<file path="src/rtl/gsso_pkg.sv">
package gsso_pkg;

  // Input selector carried on the request side tuser.
  localparam logic FUNC_LOAD   = 1'b0;
  localparam logic FUNC_SEARCH = 1'b1;

  // Source of the value loaded into the output register.
  localparam logic [1:0] OUT_ORDER = 2'd0;
  localparam logic [1:0] OUT_NF    = 2'd1;
  localparam logic [1:0] OUT_ONE   = 2'd2;

  typedef struct packed {
    logic       load_row;
    logic       capture;
    logic       init;
    logic       pop;
    logic       take_top;
    logic       load_cand;
    logic       push;
    logic       rd_order;
    logic       out_load;
    logic [1:0] out_kind;
  } gsso_cmd_t;

  typedef struct packed {
    logic bad_range;
    logic same;
    logic stack_empty;
    logic at_target;
    logic cand_empty;
    logic emit_last;
    logic out_free;
  } gsso_status_t;

endpackage

</file>
<file path="src/rtl/gsso_datapath.sv">
module gsso_datapath
  import gsso_pkg::*;
#(
  parameter int NUM_VERTICES = 16
) (
  input  logic         clk,
  input  logic         rst,
  input  logic [3:0]   row_index,
  input  logic [15:0]  row_bits,
  input  logic [3:0]   start_vertex,
  input  logic [3:0]   target_vertex,
  input  gsso_cmd_t    cmd,
  output gsso_status_t st,
  input  logic         out_ready,
  output logic         out_valid,
  output logic [3:0]   vertex_id,
  output logic         found,
  output logic         last
);

  localparam int VW = $clog2(NUM_VERTICES);
  localparam int CW = $clog2(NUM_VERTICES + 1);
  localparam logic [6:0] NV7 = 7'(NUM_VERTICES);

  // Adjacency rows; valid bits stand in for the all-zero reset contents.
  logic [NUM_VERTICES-1:0] rows [NUM_VERTICES];
  logic [NUM_VERTICES-1:0] row_valid;
  logic [NUM_VERTICES-1:0] row_q;
  logic                    row_q_valid;

  logic [VW-1:0] stk [NUM_VERTICES];
  logic [VW-1:0] stk_q;
  logic [CW-1:0] sp;
  logic [CW-1:0] sp_m1;

  logic [VW-1:0] order [NUM_VERTICES];
  logic [VW-1:0] order_q;
  logic [CW-1:0] oc;
  logic [CW-1:0] eidx;

  logic [NUM_VERTICES-1:0] visited;
  logic [NUM_VERTICES-1:0] cand;
  logic [VW-1:0]           pick;
  logic [VW-1:0]           start_q;
  logic [VW-1:0]           target_q;

  logic          row_in_range;
  logic          stk_we;
  logic [VW-1:0] stk_waddr;
  logic [VW-1:0] stk_wdata;

  assign row_in_range = {3'b000, row_index} < NV7;
  assign sp_m1        = sp - 1'b1;

  assign st.bad_range   = !({3'b000, start_vertex} < NV7) || !({3'b000, target_vertex} < NV7);
  assign st.same        = start_vertex == target_vertex;
  assign st.stack_empty = sp == '0;
  assign st.at_target   = stk_q == target_q;
  assign st.cand_empty  = cand == '0;
  assign st.emit_last   = eidx == oc - 1'b1;
  assign st.out_free    = !out_valid || out_ready;

  // Lowest unvisited neighbor goes first, so pushes run in rising index order.
  always_comb begin
    pick = '0;
    for (int i = NUM_VERTICES - 1; i >= 0; i--) begin
      if (cand[i]) begin
        pick = VW'(i);
      end
    end
  end

  always_comb begin
    stk_we    = cmd.init || cmd.push;
    stk_waddr = cmd.init ? '0 : sp[VW-1:0];
    stk_wdata = cmd.init ? VW'(start_vertex) : pick;
  end

  always_ff @(posedge clk) begin
    if (cmd.load_row && row_in_range) begin
      rows[VW'(row_index)] <= NUM_VERTICES'(row_bits);
    end
    if (cmd.take_top) begin
      row_q <= rows[stk_q];
    end
  end

  always_ff @(posedge clk) begin
    if (rst) begin
      row_valid   <= '0;
      row_q_valid <= 1'b0;
    end else begin
      if (cmd.load_row && row_in_range) begin
        row_valid[VW'(row_index)] <= 1'b1;
      end
      if (cmd.take_top) begin
        row_q_valid <= row_valid[stk_q];
      end
    end
  end

  always_ff @(posedge clk) begin
    if (stk_we) begin
      stk[stk_waddr] <= stk_wdata;
    end
    if (cmd.pop) begin
      stk_q <= stk[sp_m1[VW-1:0]];
    end
  end

  always_ff @(posedge clk) begin
    if (cmd.take_top) begin
      order[oc[VW-1:0]] <= stk_q;
    end
    if (cmd.rd_order) begin
      order_q <= order[eidx[VW-1:0]];
    end
  end

  always_ff @(posedge clk) begin
    if (cmd.capture) begin
      start_q  <= VW'(start_vertex);
      target_q <= VW'(target_vertex);
    end
    if (cmd.load_cand) begin
      cand <= (row_q_valid ? row_q : '0) & ~visited;
    end else if (cmd.push) begin
      cand <= cand & ~(NUM_VERTICES'(1) << pick);
    end
  end

  always_ff @(posedge clk) begin
    if (rst) begin
      sp      <= '0;
      oc      <= '0;
      eidx    <= '0;
      visited <= '0;
    end else begin
      if (cmd.init) begin
        sp      <= CW'(1);
        oc      <= '0;
        eidx    <= '0;
        visited <= '0;
      end else begin
        if (cmd.pop) begin
          sp <= sp_m1;
        end
        if (cmd.push) begin
          sp      <= sp + 1'b1;
          visited <= visited | (NUM_VERTICES'(1) << pick);
        end
        if (cmd.take_top) begin
          oc      <= oc + 1'b1;
          visited <= visited | (NUM_VERTICES'(1) << stk_q);
        end
        if (cmd.out_load && cmd.out_kind == OUT_ORDER) begin
          eidx <= eidx + 1'b1;
        end
      end
    end
  end

  // Output register: holds a result until the downstream side takes it.
  always_ff @(posedge clk) begin
    if (rst) begin
      out_valid <= 1'b0;
    end else if (cmd.out_load) begin
      out_valid <= 1'b1;
    end else if (out_ready) begin
      out_valid <= 1'b0;
    end
  end

  always_ff @(posedge clk) begin
    if (cmd.out_load) begin
      case (cmd.out_kind)
        OUT_ORDER: begin
          vertex_id <= 4'(order_q);
          found     <= 1'b1;
          last      <= st.emit_last;
        end
        OUT_ONE: begin
          vertex_id <= 4'(start_q);
          found     <= 1'b1;
          last      <= 1'b1;
        end
        default: begin
          vertex_id <= 4'd0;
          found     <= 1'b0;
          last      <= 1'b1;
        end
      endcase
    end
  end

endmodule

</file>
<file path="src/rtl/gsso_ctrl.sv">
module gsso_ctrl
  import gsso_pkg::*;
(
  input  logic         clk,
  input  logic         rst,
  input  logic         in_valid,
  input  logic         func,
  input  gsso_status_t st,
  output logic         in_ready,
  output gsso_cmd_t    cmd
);

  localparam logic [3:0] S_IDLE   = 4'd0;
  localparam logic [3:0] S_NF     = 4'd1;
  localparam logic [3:0] S_ONE    = 4'd2;
  localparam logic [3:0] S_POP    = 4'd3;
  localparam logic [3:0] S_TOP    = 4'd4;
  localparam logic [3:0] S_ROW    = 4'd5;
  localparam logic [3:0] S_PUSH   = 4'd6;
  localparam logic [3:0] S_ORD_RD = 4'd7;
  localparam logic [3:0] S_ORD_WR = 4'd8;

  logic [3:0] state;
  logic [3:0] state_next;

  always_comb begin
    state_next = state;
    in_ready   = 1'b0;
    cmd        = '0;
    case (state)
      S_IDLE: begin
        in_ready = 1'b1;
        if (in_valid) begin
          if (func == FUNC_LOAD) begin
            cmd.load_row = 1'b1;
          end else begin
            cmd.capture = 1'b1;
            if (st.bad_range) begin
              state_next = S_NF;
            end else if (st.same) begin
              state_next = S_ONE;
            end else begin
              cmd.init   = 1'b1;
              state_next = S_POP;
            end
          end
        end
      end
      S_NF: begin
        if (st.out_free) begin
          cmd.out_load = 1'b1;
          cmd.out_kind = OUT_NF;
          state_next   = S_IDLE;
        end
      end
      S_ONE: begin
        if (st.out_free) begin
          cmd.out_load = 1'b1;
          cmd.out_kind = OUT_ONE;
          state_next   = S_IDLE;
        end
      end
      S_POP: begin
        if (st.stack_empty) begin
          state_next = S_NF;
        end else begin
          cmd.pop    = 1'b1;
          state_next = S_TOP;
        end
      end
      S_TOP: begin
        cmd.take_top = 1'b1;
        state_next   = st.at_target ? S_ORD_RD : S_ROW;
      end
      S_ROW: begin
        cmd.load_cand = 1'b1;
        state_next    = S_PUSH;
      end
      S_PUSH: begin
        if (st.cand_empty) begin
          state_next = S_POP;
        end else begin
          cmd.push = 1'b1;
        end
      end
      S_ORD_RD: begin
        cmd.rd_order = 1'b1;
        state_next   = S_ORD_WR;
      end
      S_ORD_WR: begin
        if (st.out_free) begin
          cmd.out_load = 1'b1;
          cmd.out_kind = OUT_ORDER;
          state_next   = st.emit_last ? S_IDLE : S_ORD_RD;
        end
      end
      default: begin
        state_next = S_IDLE;
      end
    endcase
  end

  always_ff @(posedge clk) begin
    if (rst) begin
      state <= S_IDLE;
    end else begin
      state <= state_next;
    end
  end

endmodule

</file>
<file path="src/rtl/graph_stack_search_order.sv">
// Channel  Dir  Signals                          Carries
// s_*      in   s_tvalid s_tready s_tdata s_tuser  load (row) or search request
// m_*      out  m_tvalid m_tready m_tdata m_tuser  visit order result, m_tlast
//                m_tlast                            on the final one
// A load writes one row. A search is accepted; then each popped vertex has its row read and
// its unvisited neighbors pushed one by one (the target stops at its row read). Each result
// is an order memory read, then an output register load. Not-found follows an empty stack;
// a start equal to the target, or either out of range, skips the walk to the output.
// Synchronous reset clears the control state, the row valid bits and the output register.
// A stalled output holds the FSM; no request is taken while a search is still at work.
module graph_stack_search_order
  import gsso_pkg::*;
#(
  parameter int NUM_VERTICES = 16
) (
  input  logic        clk,
  input  logic        rst,
  input  logic        s_tvalid,
  output logic        s_tready,
  // [3:0] row_index, [19:4] row_bits, [23:20] start_vertex,
  // [27:24] target_vertex, [31:28] zero
  input  logic [31:0] s_tdata,
  // [0] func
  input  logic        s_tuser,
  output logic        m_tvalid,
  input  logic        m_tready,
  // [3:0] vertex_id, [7:4] zero
  output logic [7:0]  m_tdata,
  // [0] found
  output logic        m_tuser,
  output logic        m_tlast
);

  gsso_cmd_t    cmd;
  gsso_status_t st;
  logic [3:0]   vertex_id;

  assign m_tdata = {4'd0, vertex_id};

  gsso_ctrl u_ctrl (
    .clk      (clk),
    .rst      (rst),
    .in_valid (s_tvalid),
    .func     (s_tuser),
    .st       (st),
    .in_ready (s_tready),
    .cmd      (cmd)
  );

  gsso_datapath #(
    .NUM_VERTICES (NUM_VERTICES)
  ) u_datapath (
    .clk           (clk),
    .rst           (rst),
    .row_index     (s_tdata[3:0]),
    .row_bits      (s_tdata[19:4]),
    .start_vertex  (s_tdata[23:20]),
    .target_vertex (s_tdata[27:24]),
    .cmd           (cmd),
    .st            (st),
    .out_ready     (m_tready),
    .out_valid     (m_tvalid),
    .vertex_id     (vertex_id),
    .found         (m_tuser),
    .last          (m_tlast)
  );

endmodule

</file>
<file path="config.mk">
export PLATFORM = sky130hd
export DESIGN_NAME = graph_stack_search_order
export DESIGN_NICKNAME = d
export VERILOG_FILES = /design/src/rtl/gsso_pkg.sv /design/src/rtl/gsso_datapath.sv /design/src/rtl/gsso_ctrl.sv /design/src/rtl/graph_stack_search_order.sv
export SDC_FILE = /design/constraint.sdc
export NUM_CORES = 1
export LEC_CHECK = 0
export BUFFER_PORTS_ARGS = -buffer_cell sky130_fd_sc_hd__buf_4
export CORE_MARGIN = 4
export CORE_UTILIZATION = 50
export DETAILED_ROUTE_END_ITERATION = 7
export PLACE_DENSITY = 0.66
export SLEW_MARGIN = 20
export SYNTH_ARGS = -nofsm -noshare
export SYNTH_HDL_FRONTEND = slang
export SYNTH_HIERARCHICAL = 1
export SYNTH_SLANG_ARGS = --single-unit
</file>
<file path="constraint.sdc">
create_clock -name clk -period 8.01 [get_ports clk]
set_input_delay 1.602 -clock clk [delete_from_list [all_inputs] [get_ports clk]]
set_output_delay 1.602 -clock clk [all_outputs]
set_load 0.02 [all_outputs]
</file>
# Word level (Yosys, flattened, before mapping)
# Memories as Yosys holds them, arrays and structs flattened. A register that Yosys moved wholly into a read port is not among the register bits.
# Index checks and enable logic that the tools add are counted.
[totals]
wordCells = 137
ff_bits = 83
ramBits = 384
n_memories = 3
output_inout_bits = 12
[op_classes]
magnitude_cmp = 3
n_reduce_logical = 18
addsub = 5
n_eq_ne = 17
bitwise = 7
n_mux = 67
shift = 2
[mem_list]
columns = ["name", "words", "width", "read_ports", "rd_ports_with_merged_regs", "write_ports", "line_no", "source"]
rows = [
  ["u_datapath.rows", 16, 16, 1, 1, 1, "gsso_datapath.sv:26", "logic [NUM_VERTICES-1:0] rows [NUM_VERTICES];"],
  ["u_datapath.order", 16, 4, 1, 1, 1, "gsso_datapath.sv:36", "logic [VW-1:0] order [NUM_VERTICES];"],
  ["u_datapath.stk", 16, 4, 1, 1, 1, "gsso_datapath.sv:31", "logic [VW-1:0] stk [NUM_VERTICES];"],
]
[ops]
columns = ["op", "count"]
rows = [
  ["4-bit 2-to-1 mux", 23],
  ["16-bit 2-to-1 mux", 5],
  ["16-bit OR", 3],
  ["16-bit AND", 2],
  ["16-bit NOT", 2],
  ["4-bit case mux with 8 select lines", 1],
  ["1-bit by 4-bit << shifter with 16-bit output (first input constant)", 2],
  ["1-bit 2-to-1 mux", 23],
  ["3-bit 2-to-1 mux", 7],
  ["4-bit by 3-bit equality test with 1-bit output (second input constant)", 4],
  ["16-bit zero test", 1],
  ["5-bit by 1-bit adder with 5-bit output (second input constant)", 3],
  ["4-bit by 5-bit < comparator with 1-bit output (second input constant)", 2],
  ["5-bit 2-to-1 mux", 2],
  ["5-bit by 1-bit subtractor with 5-bit output (second input constant)", 2],
  ["3-bit case mux with 3 select lines", 1],
  ["4-bit by 2-bit equality test with 1-bit output (second input constant)", 2],
  ["4-bit equality test", 2],
  ["2-bit inequality test (second input constant)", 4],
  ["4-bit case mux with 2 select lines", 1],
  ["2-bit nonzero test", 4],
  ["2-bit OR reduction", 3],
  ["5-bit equality test", 1],
  ["5-bit zero test", 1],
  ["other kinds (15)", 18],
]

# Logic depth before layout (Yosys ltp)
[logic_depth]
ltp_word = 21
mapped_depth = 12
depth_no_buf = 11

# Modules after synthesis
# The synthesis kept the hierarchy.
[modules_own_cells]
columns = ["mod", "seq_area_each_um2", "cells_per_inst", "area_per_inst_um2", "n_inst"]
rows = [
  ["gsso_datapath", 14133.6, 1055, 19427.4, 1],
  ["gsso_ctrl", 80.1, 60, 432.9, 1],
  ["graph_stack_search_order", 0.0, 5, 33.8, 1],
]

# Worst setup path before layout
# No wires, ideal clock.
[synth_path]
path_type = "input to register"
from = "input s_tvalid"
to = "memory u_datapath.rows[0][0] (enable)"
cell_stages = 4
setup_time_ns = 0.412
required_ns = 7.598
setup_slack_ns = 4.093
arrival_time_ns = 3.505
cell_sequence = "nand2_1 nor2_1 or3b_2 nor3_1"
[synth_lines]
columns = ["item", "line_no", "source"]
rows = [
  ["start: declaration", "graph_stack_search_order.sv:18", "input logic s_tvalid,"],
  ["end: declaration", "gsso_datapath.sv:26", ""],
]

==> results.toml <==
[synth]
syn_avg_cell_area_um2 = 17.8
synth_ff_type = "edfxtp_1"
synth_top_area_share_pct = 66.1
yosys.area.top_type = "edfxtp_1"
synth.yosys.warnings = 6
synth_edf_count = 438
ys_top_cells_by_area = "edfxtp_1 66%, mux4_2 13%, dfxtp_1 5.3%"
synthCells = 1120
ys_seq_area_share_pct = 71.4
synth_area_um2 = 19900
synth.distinct_cells = 67
synthArstFlopShare_pct = 0
synth_seq_cells = 491

[sta]
clock_skew_ns = 0.0169
finalSetupTns_ns = 0
hold_viol = 0
setup_viol = 0
rsz0062_at_grt = "no"
final_max_slew_viol_count = 0
period_needed_ns = 3.55
setup_ws_ns = 4.46
worst_pin_slew_ns = 0.972
period_share_pct = 44.3
slew_headroom_pct = 35.1
fmax_mhz = 282
whs_ns = 0.468

[worst_setup_path]
path_max_fanout = 11
endpoint_kind = "register"
path_class = "primary input to register"
reg2reg_from = "u_datapath/cand[0]"
crit_path_start_kind = "primary input"
arrival_ns = 4.04
worstReg2RegEnd = "u_datapath/stk[12][2]"
critPathRequiredTime_ns = 8.50
r2r_cells = 9
ff2ff_setup_slack_ns = 4.65

[pwr]
power.switching_uw = 1230
internal_power_uw = 4410
switching_share_pct = 21.8
ir_worst_vdd_mv = 0.261
power.share.sequential_pct = 51.4
pwr-share-clk_pct = 40.9
combPwrFrac_pct = 7.7
leakage_uw = 0.00717
power.density_cell_area_nw_per_um2 = 251

[global_routing]
grt_busiest_layer = "met2"
grt_max_degree = 70
grt_first_pass_wirelength_um = 62200
antenna_found_initial = 0
grt_util_met3_pct = 3.29
grt_util_met2_pct = 31.4
grt_pass1_vias = 10323
grtUsageTotal_pct = 18.7
groute.layer.met1.usage_pct = 25.5
grt_overflow = 0

[clocking]
cts.clk_slew.worst_paths_ns = 0.06
cts-root-buf = "clkbuf_16"
postCtsHoldBufs = 0
cts.sinks = 491
htreeDepth = 2
ctsResizeCount = 0
post-cts-setup-buffer-count = 0
clk_latency_ns = 0.58
ctsLongestPathBuffers = 3
cts_tree = "yes"
cts_buffers = 50

[detailed_routing]
drt_iter0_markers = 723
dr.pass1.iters = 5
ant_nets = 0
via_per_inst = 5.82
drc = 0
vias = 10144
avgRoutedWirePerCell_um = 23.1
finalWirelength_um = 40300

[floorplan]
die_w_um = 207
fp.dieH_um = 207
core-area_um2 = 39000
ios = 49
num_rows = 72
initial_utilization_pct = 51.0
dieArea_um2 = 43000

[placement]
pre_cts_slack_ns = 3.97
dp_cells = 1651
gp_congestion = 0.862
dp_hpwl_um = 24000
io_buffers = 40

[cells_and_area]
insertedDiodeCount = 0
syn_to_final_growth_pct = 13.1
drive_above_1_share_pct = 24.1
instances_no_fill = 1744
nNetsFinal = 1231

[min_path]
hp-start = "u_datapath/row_valid[13]"
hold_end = "u_datapath/row_valid[13]"
hold_class = "register to register"
hold_depth = 2

[run_status]
status = "complete, no violations"

[run]
maxCapViolCount = 0
==> critical path, stage by stage <==
cell and delay [ns]:
buf_4 0.13, xor2_1 0.16, nor4_1 0.40, nor3b_1 0.10, buf_4 0.19, or2_1 0.25, nor3b_1 0.65, nand3_1 0.31
o22ai_1 0.24
==> cells in the final DEF (no fill, tap or decap), types with 7 or more instances in the layout <==
cell type,count
a31oi_1,7
clkinv_1,9
nand2b_1,20
nor2b_1,12
clkinv_2,7
nor2_1,92
buf_4,69
nor3b_1,8
and2_1,16
nor2_2,12
mux4_2,117
nor3_1,11
edfxtp_1,438
mux2i_1,18
nand3_1,8
o21ai_0,24
inv_1,17
a21oi_1,28
nand2_1,34
dfxtp_1,53
clkbuf_1,12
nor4_1,10
xnor2_1,12
o22ai_1,12
ha_1,9
xor2_1,15
clkbuf_16,53
==> worst max path at each step <==
stage	slack, ns	start	to
floorplan	4.09	s_tvalid	u_datapath/rows[0][0]
global placement	3.95	s_tdata[21]	u_datapath/visited[11]
detailed placement	3.97	s_tdata[21]	u_datapath/visited[8]
CTS	4.57	s_tdata[21]	u_datapath/visited[8]
global route	4.32	s_tdata[21]	u_datapath/visited[8]
finish	4.46	s_tdata[21]	u_datapath/visited[8]
==> power groups by stage <==
stage	combinational, µW	sequential [µW]	clock, µW
finish	436	2900	2300
floorplan	296	2950	0
CTS	442	2900	2360
detailed placement	441	2950	0
global route	478	2900	2470
global placement	432	2950	0
==> metal layers <==
layer	wire, µm	share of wire (%)
met1	17000	42
met2	20300	50
met3	2150	5.3
met4	880	2.2
met5	0	0
==> cell usage after synthesis, drive strengths merged, types with 2 or more instances <==
library cell and instances:
xnor2 12, xor2 15, or4 2, and3 2, nand3 8, buf 38, clkbuf 23, a31oi 7
a21oi 29, nand2b 20, ha 9, dfxtp 53, nor2 105, conb 2, a31o 6, nor3 17
edfxtp 438, o32ai 4, and2 17, mux4 117, o22ai 12, nand2 34, inv 17, a211oi 5
nor4b 5, nor2b 12, o21ai 27, or3 4, nand4 6, nor3b 8, or2 4, nand3b 5
o211ai 6, a221oi 4, nand4b 2, mux2i 18, nor4 11
==> stage by stage <==
step	power [µW]	util, %	area [µm²]
2_1_floorplan	3250	-	19900
3_3_place_gp	3380	53.4	20800
3_5_place_dp	3390	53.4	20800
4_1_cts	5700	57.6	22500
5_1_grt	5850	57.7	22500
6_report	5640	57.7	22500
==> area by class of cell <==
cell class,instances,area (µm²)
clock buffers,68,1410
multi-input cells,554,5360
repair buffers,71,553
flip-flops and latches,491,14200
clock inverters,25,239
well taps,518,648
fillers,2923,16500
inverters,17,63.8
==> cell families (layout without fill, tap and decap cells) <==
logic type	Yosys count	after routing	share of synthesized area, %
other	2	5	0.0377
adder cells (fa/ha/maj)	9	9	0.566
XOR/XNOR	27	27	1.19
AO/OA/AOI/OAI	111	111	3.65
multiplexers	136	136	14.2
flip-flops	491	491	71.4
buffers and inverters	78	181	1.96
AND/OR/NAND/NOR	266	266	6.94
==> sequential cells by signal (all words and copies together) (netlist names), 16 cells and up <==
name	flops
u_datapath/stk	64
u_datapath/row_valid	16
u_datapath/rows	256
u_datapath/order	64
u_datapath/row_q	16
u_datapath/visited	16
u_datapath/cand	16
(Power assumes the default switching activity.)
